$ cat config.mk
export PLATFORM = sky130hd
export DESIGN_NAME = in_order_reply_reorder_buffer
export DESIGN_NICKNAME = d
export VERILOG_FILES = /design/src/design/iorb_pkg.sv /design/src/design/in_order_reply_reorder_buffer.sv /design/src/design/iorb_ctrl.sv /design/src/design/iorb_datapath.sv
export VERILOG_INCLUDE_DIRS = /design/src /design/src/design
export SDC_FILE = /design/constraint.sdc
export NUM_CORES = 1
export LEC_CHECK = 0
export BUFFER_PORTS_ARGS = -buffer_cell sky130_fd_sc_hd__buf_4
export CAP_MARGIN = 25
export CORE_AREA = 2 2 234 236
export CTS_CLUSTER_DIAMETER = 60
export DETAILED_ROUTE_END_ITERATION = 12
export DIE_AREA = 0 0 236 238
export PLACE_DENSITY = 0.78
export SLEW_MARGIN = 0
export SYNTH_ARGS = -nofsm -noshare
export SYNTH_HDL_FRONTEND = slang
export SYNTH_SLANG_ARGS = --single-unit
$ cat constraint.sdc
create_clock -name clock -period 6.6 [get_ports clock]
set_clock_uncertainty 0.2 [all_clocks]
set_input_delay 1.32 -clock clock [delete_from_list [all_inputs] [get_ports clock]]
set_output_delay 1.32 -clock clock [all_outputs]
set_load 0.01 [all_outputs]
$ cat src/design/in_order_reply_reorder_buffer_assert.svh
// assertion macros for the in-order reply reorder buffer
`ifndef IN_ORDER_REPLY_REORDER_BUFFER_ASSERT_SVH
`define IN_ORDER_REPLY_REORDER_BUFFER_ASSERT_SVH

// same-cycle implication, sampled on clock, off while reset is high
`define IORB_ASSERT_IMPLIES(label, ante, cons) \
   label: assert property (@(posedge clock) disable iff (reset) (ante) |-> (cons)) \
      else $error("in_order_reply_reorder_buffer: check failed");

// next-cycle implication
`define IORB_ASSERT_NEXT(label, ante, cons) \
   label: assert property (@(posedge clock) disable iff (reset) (ante) |=> (cons)) \
      else $error("in_order_reply_reorder_buffer: check failed");

// invariant that holds at every edge
`define IORB_ASSERT_ALWAYS(label, expr) \
   label: assert property (@(posedge clock) disable iff (reset) (expr)) \
      else $error("in_order_reply_reorder_buffer: check failed");

`endif

$ cat src/design/iorb_pkg.sv
// shared constants, codes and controller/datapath interface types
`timescale 1ns / 1ps
package iorb_pkg;

   localparam int DEPTH         = 16;   // ring slots, a power of two
   localparam int TAG_BITS      = 16;
   localparam int SEQ_BITS      = 32;
   localparam int IDX_BITS      = $clog2(DEPTH);
   localparam int CNT_BITS      = $clog2(DEPTH + 1);
   localparam int MP_BITS       = 5;
   localparam int ENTRY_BITS    = TAG_BITS + 2;
   localparam int MAX_RESULTS   = DEPTH + 1;
   localparam int RES_BITS      = $clog2(MAX_RESULTS + 1);
   localparam int CSR_ADDR_BITS = 3;
   localparam int CSR_DATA_BITS = 32;
   localparam int CSR_WORD_BITS = CSR_ADDR_BITS - 2;

   localparam logic [MP_BITS-1:0] MAX_PENDING_RESET = MP_BITS'(15);

   localparam logic [CSR_WORD_BITS-1:0] REG_MAX_PENDING = CSR_WORD_BITS'(0);

   localparam logic OP_ARRIVAL = 1'b0;
   localparam logic OP_REPLY   = 1'b1;

   typedef enum logic [1:0] {
      KIND_SEQ      = 2'd0,
      KIND_SENT     = 2'd1,
      KIND_CALLBACK = 2'd2,
      KIND_ERROR    = 2'd3
   } kind_type;

   // what the decoded beat needs from the sequencer
   typedef enum logic [1:0] {
      DEC_NONE,
      DEC_EMIT,
      DEC_CHAIN
   } dec_type;

   typedef struct packed {
      logic accept;
      logic decode;
      logic drain;
      logic flush;
   } iorb_cmd_type;

   typedef struct packed {
      dec_type dec;
      logic    out_free;
      logic    hold_valid;
      logic    drain_blocked;
      logic    drain_more;
   } iorb_status_type;

endpackage

$ cat src/design/in_order_reply_reorder_buffer.sv
// reorder buffer that puts replies back into request order
// order: a decoded result is loaded into the output register in the decode state that
// follows acceptance, once the output is free; a released run parks each beat in the held result first
// throughput: one beat in flight at a time; a reply that releases parked slots moves
// one slot per cycle through the drain sequencer, unless the output stalls
// reset: synchronous; clears counters, valid bits and the closed flag, max_pending
// returns to 15; slot contents are not cleared and there is no clearing pass
`timescale 1ns / 1ps
module in_order_reply_reorder_buffer import iorb_pkg::*; (
   input  logic                     clock,
   input  logic                     reset,
   input  logic                     req_valid,
   output logic                     req_stall,
   input  logic                     req_operation,
   input  logic                     req_out_of_order,
   input  logic [SEQ_BITS-1:0]      req_reply_seq,
   input  logic [TAG_BITS-1:0]      req_reply_tag,
   input  logic                     req_has_payload,
   input  logic                     req_has_callback,
   output logic                     rsp_valid,
   input  logic                     rsp_stall,
   output logic [1:0]               rsp_kind,
   output logic [SEQ_BITS-1:0]      rsp_seq,
   output logic [TAG_BITS-1:0]      rsp_tag,
   output logic                     rsp_last,
   input  logic                     csr_psel,
   input  logic                     csr_penable,
   input  logic                     csr_pwrite,
   input  logic [CSR_ADDR_BITS-1:0] csr_paddr,
   input  logic [CSR_DATA_BITS-1:0] csr_pwdata,
   output logic [CSR_DATA_BITS-1:0] csr_prdata,
   output logic                     csr_pready
);

   `include "in_order_reply_reorder_buffer_assert.svh"

   iorb_cmd_type        cmd;
   iorb_status_type     status;
   logic [MP_BITS-1:0]  max_pending_ff;
   logic [CSR_WORD_BITS-1:0] csr_word;
   logic                csr_write;

   assign csr_word   = csr_paddr[CSR_ADDR_BITS-1:2];
   assign csr_write  = csr_psel && csr_penable && csr_pwrite;
   assign csr_pready = 1'b1;
   assign csr_prdata = (csr_word == REG_MAX_PENDING) ? CSR_DATA_BITS'(max_pending_ff) : '0;

   always_ff @(posedge clock) begin
      if (reset) begin
         max_pending_ff <= MAX_PENDING_RESET;
      end else if (csr_write && csr_word == REG_MAX_PENDING) begin
         max_pending_ff <= csr_pwdata[MP_BITS-1:0];
      end
   end

   iorb_ctrl u_ctrl (
      .clock     (clock),
      .reset     (reset),
      .req_valid (req_valid),
      .req_stall (req_stall),
      .status    (status),
      .cmd       (cmd)
   );

   iorb_datapath u_datapath (
      .clock            (clock),
      .reset            (reset),
      .cmd              (cmd),
      .status           (status),
      .max_pending      (max_pending_ff),
      .req_operation    (req_operation),
      .req_out_of_order (req_out_of_order),
      .req_reply_seq    (req_reply_seq),
      .req_reply_tag    (req_reply_tag),
      .req_has_payload  (req_has_payload),
      .req_has_callback (req_has_callback),
      .rsp_valid        (rsp_valid),
      .rsp_stall        (rsp_stall),
      .rsp_kind         (rsp_kind),
      .rsp_seq          (rsp_seq),
      .rsp_tag          (rsp_tag),
      .rsp_last         (rsp_last)
   );

   // one beat in flight at a time
   `IORB_ASSERT_NEXT(a_accept_then_busy, req_valid && !req_stall, req_stall)
   // a held result never survives into the next beat
   `IORB_ASSERT_IMPLIES(a_no_stale_hold, cmd.accept, !status.hold_valid)
   `IORB_ASSERT_ALWAYS(a_cmd_exclusive, $onehot0(cmd))

endmodule

$ cat src/design/iorb_ctrl.sv
// sequencer: accept, decode, drain of a release chain, final flush
`timescale 1ns / 1ps
module iorb_ctrl import iorb_pkg::*; (
   input  logic            clock,
   input  logic            reset,
   input  logic            req_valid,
   output logic            req_stall,
   input  iorb_status_type status,
   output iorb_cmd_type    cmd
);

   typedef enum logic [1:0] {
      ST_IDLE,
      ST_DECODE,
      ST_DRAIN,
      ST_FLUSH
   } state_type;

   state_type state_ff, state_in;
   logic      stall_ff, stall_in;

   always_comb begin
      state_in = state_ff;
      cmd      = '0;
      case (state_ff)
         ST_IDLE: begin
            if (req_valid) begin
               cmd.accept = 1'b1;
               state_in   = ST_DECODE;
            end
         end
         ST_DECODE: begin
            if (!(status.dec == DEC_EMIT && !status.out_free)) begin
               cmd.decode = 1'b1;
               state_in   = (status.dec == DEC_CHAIN) ? ST_DRAIN : ST_IDLE;
            end
         end
         ST_DRAIN: begin
            if (!status.drain_blocked) begin
               cmd.drain = 1'b1;
               if (!status.drain_more) begin
                  state_in = ST_FLUSH;
               end
            end
         end
         ST_FLUSH: begin
            if (!(status.hold_valid && !status.out_free)) begin
               cmd.flush = 1'b1;
               state_in  = ST_IDLE;
            end
         end
         default: begin
            state_in = ST_IDLE;
         end
      endcase
      stall_in = (state_in != ST_IDLE);
   end

   always_ff @(posedge clock) begin
      if (reset) begin
         state_ff <= ST_IDLE;
         stall_ff <= 1'b0;
      end else begin
         state_ff <= state_in;
         stall_ff <= stall_in;
      end
   end

   assign req_stall = stall_ff;

endmodule

$ cat src/design/iorb_datapath.sv
// counters, slot ring, held result and output register
`timescale 1ns / 1ps
module iorb_datapath import iorb_pkg::*; (
   input  logic                clock,
   input  logic                reset,
   input  iorb_cmd_type        cmd,
   output iorb_status_type     status,
   input  logic [MP_BITS-1:0]  max_pending,
   input  logic                req_operation,
   input  logic                req_out_of_order,
   input  logic [SEQ_BITS-1:0] req_reply_seq,
   input  logic [TAG_BITS-1:0] req_reply_tag,
   input  logic                req_has_payload,
   input  logic                req_has_callback,
   output logic                rsp_valid,
   input  logic                rsp_stall,
   output logic [1:0]          rsp_kind,
   output logic [SEQ_BITS-1:0] rsp_seq,
   output logic [TAG_BITS-1:0] rsp_tag,
   output logic                rsp_last
);

   // current beat; during a drain the tag, payload and callback bits hold the slot being released
   logic                op_ff, ooo_ff, pay_ff, cb_ff;
   logic [SEQ_BITS-1:0] seq_ff;
   logic [TAG_BITS-1:0] tag_ff;

   logic [SEQ_BITS-1:0] next_arrival_ff, last_written_ff;
   logic                slot_valid_ff [DEPTH];
   logic [ENTRY_BITS-1:0] slot_entry_ff [DEPTH];
   logic [CNT_BITS-1:0] parked_ff;
   logic                closed_ff;
   logic [RES_BITS-1:0] n_ff;

   logic                hold_valid_ff;
   kind_type            hold_kind_ff;
   logic [SEQ_BITS-1:0] hold_seq_ff;
   logic [TAG_BITS-1:0] hold_tag_ff;

   logic                rsp_valid_ff, rsp_last_ff;
   kind_type            rsp_kind_ff;
   logic [SEQ_BITS-1:0] rsp_seq_ff;
   logic [TAG_BITS-1:0] rsp_tag_ff;

   logic [SEQ_BITS-1:0] lw_plus1, lw_plus2, win_off;
   logic                is_next, in_window, overflow, do_park, advance_arrival;
   dec_type             dec;
   kind_type            dec_kind;
   logic [SEQ_BITS-1:0] dec_seq;
   logic [TAG_BITS-1:0] dec_tag;
   logic [IDX_BITS-1:0] park_idx, next_idx;
   logic                emits, out_free, drain_more, push_hold;
   logic [RES_BITS-1:0] n_after;
   logic [ENTRY_BITS-1:0] next_entry;
   logic                out_load;
   kind_type            out_kind;
   logic [SEQ_BITS-1:0] out_seq;
   logic [TAG_BITS-1:0] out_tag;
   logic                out_last;

   assign lw_plus1  = last_written_ff + SEQ_BITS'(1);
   assign lw_plus2  = last_written_ff + SEQ_BITS'(2);
   assign win_off   = seq_ff - lw_plus2;
   assign is_next   = (seq_ff == lw_plus1);
   assign in_window = (win_off < SEQ_BITS'(DEPTH));
   assign overflow  = (32'(parked_ff) > 32'(max_pending)) || (32'(parked_ff) >= 32'(DEPTH));
   assign park_idx  = seq_ff[IDX_BITS-1:0];
   assign next_idx  = lw_plus2[IDX_BITS-1:0];
   assign out_free  = !rsp_valid_ff || !rsp_stall;

   assign do_park         = (op_ff == OP_REPLY) && !ooo_ff && !is_next && in_window;
   assign advance_arrival = (op_ff == OP_ARRIVAL) && !closed_ff && !ooo_ff;

   always_comb begin
      dec      = DEC_NONE;
      dec_kind = KIND_ERROR;
      dec_seq  = '0;
      dec_tag  = '0;
      if (op_ff == OP_ARRIVAL) begin
         if (closed_ff) begin
            dec = DEC_EMIT;
         end else if (!ooo_ff) begin
            dec = DEC_EMIT;
            if (!overflow) begin
               dec_kind = KIND_SEQ;
               dec_seq  = next_arrival_ff;
            end
         end
      end else if (ooo_ff) begin
         if (pay_ff) begin
            dec      = DEC_EMIT;
            dec_kind = KIND_SENT;
            dec_seq  = seq_ff;
            dec_tag  = tag_ff;
         end
      end else if (is_next) begin
         dec = DEC_CHAIN;
      end else if (!in_window) begin
         // refused: outside the parking window
         dec     = DEC_EMIT;
         dec_seq = seq_ff;
         dec_tag = tag_ff;
      end
   end

   // drain step
   assign emits      = pay_ff | cb_ff;
   assign n_after    = n_ff + RES_BITS'(emits);
   assign drain_more = slot_valid_ff[next_idx] && (n_after < RES_BITS'(MAX_RESULTS));
   assign next_entry = slot_entry_ff[next_idx];
   assign push_hold  = emits && hold_valid_ff;

   always_comb begin
      out_load = 1'b0;
      out_kind = hold_kind_ff;
      out_seq  = hold_seq_ff;
      out_tag  = hold_tag_ff;
      out_last = 1'b1;
      if (cmd.decode && dec == DEC_EMIT) begin
         out_load = 1'b1;
         out_kind = dec_kind;
         out_seq  = dec_seq;
         out_tag  = dec_tag;
      end else if (cmd.drain && push_hold) begin
         // a later beat follows, so this one is not last
         out_load = 1'b1;
         out_last = 1'b0;
      end else if (cmd.flush && hold_valid_ff) begin
         out_load = 1'b1;
      end
   end

   always_comb begin
      status.dec           = dec;
      status.out_free      = out_free;
      status.hold_valid    = hold_valid_ff;
      status.drain_blocked = push_hold && !out_free;
      status.drain_more    = drain_more;
   end

   // beat, slot payload, held result and output data, no reset
   always_ff @(posedge clock) begin
      if (cmd.accept) begin
         op_ff  <= req_operation;
         ooo_ff <= req_out_of_order;
         seq_ff <= req_reply_seq;
         tag_ff <= req_reply_tag;
         pay_ff <= req_has_payload;
         cb_ff  <= req_has_callback;
      end else if (cmd.drain && drain_more) begin
         tag_ff <= next_entry[TAG_BITS-1:0];
         pay_ff <= next_entry[TAG_BITS];
         cb_ff  <= next_entry[TAG_BITS+1];
      end
      if (cmd.decode && do_park) begin
         slot_entry_ff[park_idx] <= {cb_ff, pay_ff, tag_ff};
      end
      if (cmd.drain && emits) begin
         hold_kind_ff <= pay_ff ? KIND_SENT : KIND_CALLBACK;
         hold_seq_ff  <= lw_plus1;
         hold_tag_ff  <= tag_ff;
      end
      if (out_load) begin
         rsp_kind_ff <= out_kind;
         rsp_seq_ff  <= out_seq;
         rsp_tag_ff  <= out_tag;
         rsp_last_ff <= out_last;
      end
   end

   always_ff @(posedge clock) begin
      if (reset) begin
         next_arrival_ff <= SEQ_BITS'(1);
         last_written_ff <= '0;
         for (int i = 0; i < DEPTH; i++) begin
            slot_valid_ff[i] <= 1'b0;
         end
         parked_ff     <= '0;
         closed_ff     <= 1'b0;
         n_ff          <= '0;
         hold_valid_ff <= 1'b0;
         rsp_valid_ff  <= 1'b0;
      end else begin
         if (cmd.decode) begin
            n_ff <= '0;
            if (advance_arrival) begin
               next_arrival_ff <= next_arrival_ff + SEQ_BITS'(1);
               if (overflow) begin
                  closed_ff <= 1'b1;
               end
            end
            if (do_park && !slot_valid_ff[park_idx]) begin
               slot_valid_ff[park_idx] <= 1'b1;
               parked_ff               <= parked_ff + CNT_BITS'(1);
            end
         end
         if (cmd.drain) begin
            last_written_ff <= lw_plus1;
            n_ff            <= n_after;
            if (emits) begin
               hold_valid_ff <= 1'b1;
            end
            if (drain_more) begin
               slot_valid_ff[next_idx] <= 1'b0;
               parked_ff               <= parked_ff - CNT_BITS'(1);
            end
         end
         if (cmd.flush) begin
            hold_valid_ff <= 1'b0;
         end
         if (out_load) begin
            rsp_valid_ff <= 1'b1;
         end else if (!rsp_stall) begin
            rsp_valid_ff <= 1'b0;
         end
      end
   end

   assign rsp_valid = rsp_valid_ff;
   assign rsp_kind  = rsp_kind_ff;
   assign rsp_seq   = rsp_seq_ff;
   assign rsp_tag   = rsp_tag_ff;
   assign rsp_last  = rsp_last_ff;

endmodule

==> flow_summary.yaml, run 1 <==
layout:
  area_delta_synth_final_pct: 15.5
  nets: 2293
  finalInstanceArea_sq_um: 30700
  drive_gt1_frac: 0.224
  layout.cells.non_filler: 2901
  final_core_util: 0.573
routing:
  remaining_drc_errors: 0
  wl_per_cell_um: 25.1
  first_pass_iters: 5
  totalWireLength_um: 72700
  vias: 17785
  via_per_inst: 6.13
  ant_nets: 0
  dr.first_iter.drc_count: 1652
cts:
  cts_buffers: 58
  holdBufCountCts: 0
  insertion_delay_ns: 0.66
  cts_setup_buffers: 0
  cts_tree: "yes"
  cts_max_level: 2
  path_clk_slew_ns: 0.07
  clockBufferDepth: 3
  cts-root-buf: "clkbuf_16"
  cts_resized: 0
  numClockSinks: 546
power_and_ir_drop:
  finalPower_mw: 7.64
  peakVddDrop_uv: 323
  p_leak_nw: 10.5
  cellPowerDensity_nw_per_um2: 249
floorplan:
  die_area_sq_um: 56200
  num_rows: 85
  fp.dieH_um: 238
  die_w_um: 236
  ios: 180
  core_area_sq_um: 53500
  start_util: 0.496
synthesis:
  synth_commonest_cells: "edfxtp_1, nor2_1, nand2_1"
  synth-edff-count: 457
  yosysTopAreaCell: "edfxtp_1"
  synth-async-reset-ratio: 0
  synth-seq-cells: 546
  ys_types: 82
  ys_top_cells_by_area: "edfxtp_1, mux4_2, dfxtp_1"
  syn-cell-area_sq_um: 26500
  ys_warn_count: 0
  ys_seq_area_frac: 0.584
  avgSynthCellArea_sq_um: 13.2
  synth_top_area_frac: 0.517
  ys.flop_type: "edfxtp_1"
  syn_inst: 2012
  yosysMostFrequentCell: "edfxtp_1"
placement:
  placed_area_sq_um: 28600
  hpwl_um: 48100
  portBuffers: 122
  place_congestion: 0.936
  placedCellCount: 2790
flow_run:
  maxCapViolCount: 0
timing:
  rsz0062_at_grt: "false"
  fmax_mhz: 163
  worstMarginPinSlew_ns: 1.00
  min_period_over_period: 0.927
  slew_headroom: 0.332
  min_period_ns: 6.12
  setup_viol_count_final: 0
  finalHoldViolations: 0
  maxSlewViolCount: 0
  setup-tns-final_ns: 0
worst_setup_path:
  critPathLaunchType: "flip-flop"
  required_ns: 6.75
  path_cells: "ha_1 -> and3_1 -> nor4b_2 -> buf_4 -> nand2_1 -> nor2_1 -> xnor2_1 -> ha_1 -> nand4_1 -> o22ai_1 -> o21ai_0 -> and3_1 -> or4_1 -> nor4_1 -> nor4bb_1 -> buf_4 -> nand3_1 -> nor4b_1 -> buf_4 -> nand2_1 -> nor3_2 -> buf_4"
  worst_path_largest_cell_delay_ns: 0.52
  crit_buf_inv: 4
  worstPathArrival_ns: 6.27
  crit_path_max_fanout: 12
  crit_path_top_delay_cell: "or4_1"
  crit_top_cell: "buf_4"
  r2r_cells: 22
  crit_type: "flip-flop to flip-flop"
  crit_path_end_kind: "flip-flop"
  cp_top_family: "simple AND/OR/NAND/NOR gates"
  cp.depth: 22
global_route:
  grt_pass1_vias: 18064
  grt_first_pass_wirelength_um: 109000
  overflow: 0
  antenna_found_initial: 2
  grt_max_degree: 84
  grt_usage: 0.258
hold_path:
  hold_depth: 2
  hp-class: "flip-flop to flip-flop"
run_status:
  status: "completed"
[cell usage in the layout, fill, tap and decap left out, types with 16 or more instances in the layout]
master,count
a21oi_1,86
a22o_1,33
a32o_1,17
and3_1,24
buf_12,16
buf_4,191
clkbuf_16,59
conb_1,28
dfxtp_1,87
edfxtp_1,457
ha_1,43
inv_1,36
mux2_2,22
mux2_4,29
mux2i_1,19
mux4_2,99
nand2_1,140
nand3_1,49
nand4_1,36
nor2_1,154
nor3_1,50
nor4_1,18
o21ai_0,65
or3_1,24
xnor2_1,64
xor2_1,75
[cells by family (layout without fill, tap and decap cells)]
| logic type | after synthesis | after routing | share of synthesized area |
|---|---|---|---|
| flip-flops | 546 | 546 | 0.584 |
| multiplexers | 173 | 173 | 0.119 |
| buffers and inverters | 187 | 353 | 0.0323 |
| AND/OR/NAND/NOR | 599 | 599 | 0.113 |
| AO/OA/AOI/OAI | 319 | 319 | 0.0821 |
| other | 2 | 29 | 0.000283 |
| XOR/XNOR | 143 | 143 | 0.0488 |
| adder cells (fa/ha/maj) | 43 | 43 | 0.0203 |
[path summary, 6_finish.rpt]
| kind | start | endpoint | slack (ns) |
|---|---|---|---|
| max | u_datapath.last_written_ff[2] | u_datapath.slot_entry_ff[0][1] | 0.48 |
| max reg2reg | u_datapath.last_written_ff[2] | u_datapath.slot_entry_ff[0][1] | 0.48 |
| min reg2reg | u_datapath.n_ff[0] | u_datapath.n_ff[0] | 0.27 |
| min | u_datapath.n_ff[0] | u_datapath.n_ff[0] | 0.27 |
[worst reg2reg max path, stage by stage (launching register included)]
cell,delay (ns)
dfxtp_1,0.47
ha_1,0.23
and3_1,0.26
nor4b_2,0.23
buf_4,0.20
nand2_1,0.14
nor2_1,0.15
xnor2_1,0.08
ha_1,0.51
nand4_1,0.18
o22ai_1,0.21
o21ai_0,0.18
and3_1,0.24
or4_1,0.52
nor4_1,0.21
nor4bb_1,0.33
buf_4,0.17
nand3_1,0.10
nor4b_1,0.37
buf_4,0.21
nand2_1,0.14
nor3_2,0.21
buf_4,0.29
[per-layer routing]
layer / global-route usage / up-vias / wire length, um
met5: 0 / - / 9
met4: 0.105 / 2 / 2700
met3: 0.0416 / 155 / 4910
met2: 0.453 / 780 / 36900
met1: 0.318 / 8897 / 28100
li1: - / 7951 / -
[final cells by class]
type / count / area (sq um)
fill: 4200 / 22800
sequential: 546 / 15500
multi-input combinational: 1305 / 10400
timing repair buffer: 209 / 1790
clock buffer: 73 / 1550
tap: 696 / 871
clock inverter: 35 / 422
inverter: 36 / 135
antenna: 1 / 2.50
[stage by stage]
stage / hold slack, ns / setup slack, ns
3_5_place_dp: 0.258 / 0.569
4_1_cts: 0.269 / 0.515
5_1_grt: 0.299 / 0.00355
3_3_place_gp: 0.248 / 0.495
6_report: 0.272 / 0.480
2_1_floorplan: 0.241 / -0.140
[power breakdown]
group,total (mW),internal [mW],switching (mW)
sequential,3.85,3.78,0.0719
clock,3.34,1.92,1.41
combinational,0.452,0.182,0.270
total,7.64,5.88,1.76
[state kept, by name (all words and copies together), names as in the netlist, 16 cells and up, named ones only]
signal and count:
u_datapath.slot_valid_ff 16, u_datapath.hold_tag_ff 16, u_datapath.rsp_seq 32, u_datapath.tag_ff 16, u_datapath.seq_ff 32, u_datapath.last_written_ff 32, u_datapath.next_arrival_ff 32, u_datapath.slot_entry_ff 288
u_datapath.rsp_tag 16, u_datapath.hold_seq_ff 32
Note: power is estimated with default switching activity, not from simulation.
==> run 2: changes to the inputs <==
--- a/config.mk
+++ b/config.mk
@@ -7,12 +7,12 @@
 export NUM_CORES = 1
 export LEC_CHECK = 0
 export BUFFER_PORTS_ARGS = -buffer_cell sky130_fd_sc_hd__buf_4
-export CAP_MARGIN = 25
+export CAP_MARGIN = 10
 export CORE_AREA = 2 2 234 236
 export CTS_CLUSTER_DIAMETER = 60
 export DETAILED_ROUTE_END_ITERATION = 12
 export DIE_AREA = 0 0 236 238
-export PLACE_DENSITY = 0.78
+export PLACE_DENSITY = 0.7
 export SLEW_MARGIN = 0
 export SYNTH_ARGS = -nofsm -noshare
 export SYNTH_HDL_FRONTEND = slang
==> flow_summary.yaml, run 2 (synthesized netlist as in run 1, its figures left out) <==
layout:
  final_common_cell: "edfxtp_1"
  nets: 2290
  diodes: 0
  final_core_util: 0.574
  top_register: "u_datapath.slot_entry_ff"
  finalInstanceArea_sq_um: 30700
  drive_gt1_frac: 0.224
  largest_reg_flops: 288
  area_delta_synth_final_pct: 15.6
  final_cell_mix: "edfxtp_1, buf_4, nor2_1"
hold_path:
  hold-path-endpoint: "u_datapath.n_ff[0]"
  hp-class: "flip-flop to flip-flop"
  min_from: "u_datapath.n_ff[0]"
  hold_depth: 2
placement:
  placed_area_sq_um: 28700
  hpwl_um: 47300
  portBuffers: 122
  place_congestion: 0.913
cts:
  numClockSinks: 546
  path_clk_slew_ns: 0.06
  insertion_delay_ns: 0.64
  cts_resized: 0
  cts_tree: "yes"
  cts_setup_buffers: 0
  clockBufferDepth: 3
  cts_buffers: 58
  holdBufCountCts: 0
  cts-root-buf: "clkbuf_16"
  cts_max_level: 2
worst_setup_path:
  crit_path_top_delay_cell: "a311oi_1"
  crit_path_end_kind: "flip-flop"
  crit_path_max_fanout: 30
  critPathLaunchType: "flip-flop"
  worst_path_largest_cell_delay_ns: 0.64
  crit_type: "flip-flop to flip-flop"
  r2r-start: "u_datapath.last_written_ff[2]"
  required_ns: 6.66
  worstPathArrival_ns: 6.18
  ff2ff_setup_slack_ns: 0.48
  r2r_cells: 19
  path_cells: "ha_1 -> and3_1 -> nand3_1 -> nor2_1 -> xnor2_1 -> ha_1 -> o211ai_1 -> o21ai_0 -> nand2_1 -> o211ai_1 -> a2111oi_0 -> a311oi_1 -> a211oi_1 -> a41o_1 -> o21bai_2 -> buf_4 -> o21bai_4 -> o21ai_4 -> buf_4"
  r2r-end: "u_datapath.rsp_tag[1]"
power_and_ir_drop:
  p_sw_mw: 1.71
  p_int_mw: 5.95
  clkPwrFrac: 0.439
  p_leak_nw: 10.5
  comb_power_share: 0.059
  power_frac_seq: 0.502
  finalPower_mw: 7.66
  swShare: 0.223
  peakVddDrop_uv: 251
  cellPowerDensity_nw_per_um2: 250
routing:
  ant_nets: 0
  wl_per_cell_um: 24.6
  vias: 17632
  totalWireLength_um: 71300
  first_pass_iters: 7
  via_per_inst: 6.09
  remaining_drc_errors: 0
  dr.first_iter.drc_count: 1579
global_route:
  overflow: 0
  antenna_found_initial: 1
  grt_pass1_vias: 17514
  grt_usage: 0.254
  grt_first_pass_wirelength_um: 107000
  grt_max_degree: 65
timing:
  worstMarginPinSlew_ns: 1.07
  slew_headroom: 0.266
  setup-tns-final_ns: 0
  min_period_ns: 6.12
  min_period_over_period: 0.928
  maxSlewViolCount: 0
  finalHoldViolations: 0
  rsz0062_at_grt: "false"
  fmax_mhz: 163
  setup_viol_count_final: 0
floorplan:
  die_area_sq_um: 56200
  ios: 180
  start_util: 0.496
  fp.dieH_um: 238
  num_rows: 85
  core_area_sq_um: 53500
  die_w_um: 236
flow_run:
  maxCapViolCount: 0
run_status:
  status: "completed"
==> run 2: cell count changes in the layout (fill, tap and decap cells not counted), sizes merged <==
cell	before	now
clkbuf	73	69
buf	209	206
bufinv	6	9
clkinv	21	22
clkinvlp	2	3
diode	1	0
inv	42	41
==> run 2: final cells by class <==
class	count	area [sq um]
Clock buffer	69	1500
Clock inverter	39	478
Fill cell	4217	22800
Inverter	36	135
Multi-Input combinational cell	1305	10400
Sequential cell	546	15500
Tap cell	696	871
Timing Repair Buffer	206	1770
==> run 2: how the worst max path moves through the flow <==
| stage | to | start | slack, ns | cells after the start |
|---|---|---|---|---|
| after floorplan | u_datapath.slot_entry_ff[14][0] | u_datapath.last_written_ff[1] | -0.14 | 21 |
| after global placement | u_datapath.slot_entry_ff[12][1] | u_datapath.last_written_ff[3] | 0.55 | 20 |
| after detailed placement | u_datapath.rsp_seq[21] | u_datapath.last_written_ff[3] | 0.46 | 18 |
| after CTS | u_datapath.rsp_tag[5] | u_datapath.last_written_ff[3] | 0.41 | 18 |
| after global routing | u_datapath.rsp_tag[5] | u_datapath.last_written_ff[2] | 0.04 | 19 |
| final | u_datapath.rsp_tag[1] | u_datapath.last_written_ff[2] | 0.48 | 19 |
==> run 2: power by group through the flow <==
stage | Sequential, mW | Combinational (mW) | Clock [mW]
2_1_floorplan | 3.89 | 0.283 | 0
3_3_place_gp | 3.91 | 0.444 | 0
3_5_place_dp | 3.92 | 0.450 | 0
4_1_cts | 3.84 | 0.452 | 3.42
5_1_grt | 3.85 | 0.490 | 3.55
6_report | 3.84 | 0.455 | 3.36
==> run 2: critical path: cells and delay by family (launching register included) <==
family	cells	cell delay [ns]
flops	1	0.46
buf+inv	2	0.70
compound gates	10	2.81
fa+ha+maj	2	0.67
xor+xnor	1	0.08
simple gates	4	0.79
==> run 2: layer usage <==
metal,track usage,up-vias,wire length (um),share of wire
met1,0.315,8859,28600,0.40
met4,0.0861,2,2290,0.032
met2,0.454,647,36400,0.51
met3,0.0382,148,3980,0.056
met5,0,-,13,0.00018
li1,-,7976,-,-
==> run 2: through the flow <==
step,hold slack [ns],setup WS (ns),instances
6_report,0.267,0.475,2897
3_5_place_dp,0.262,0.459,2789
2_1_floorplan,0.241,-0.140,2038
5_1_grt,0.295,0.0420,2897
3_3_place_gp,0.249,0.555,2789
4_1_cts,0.270,0.407,2897
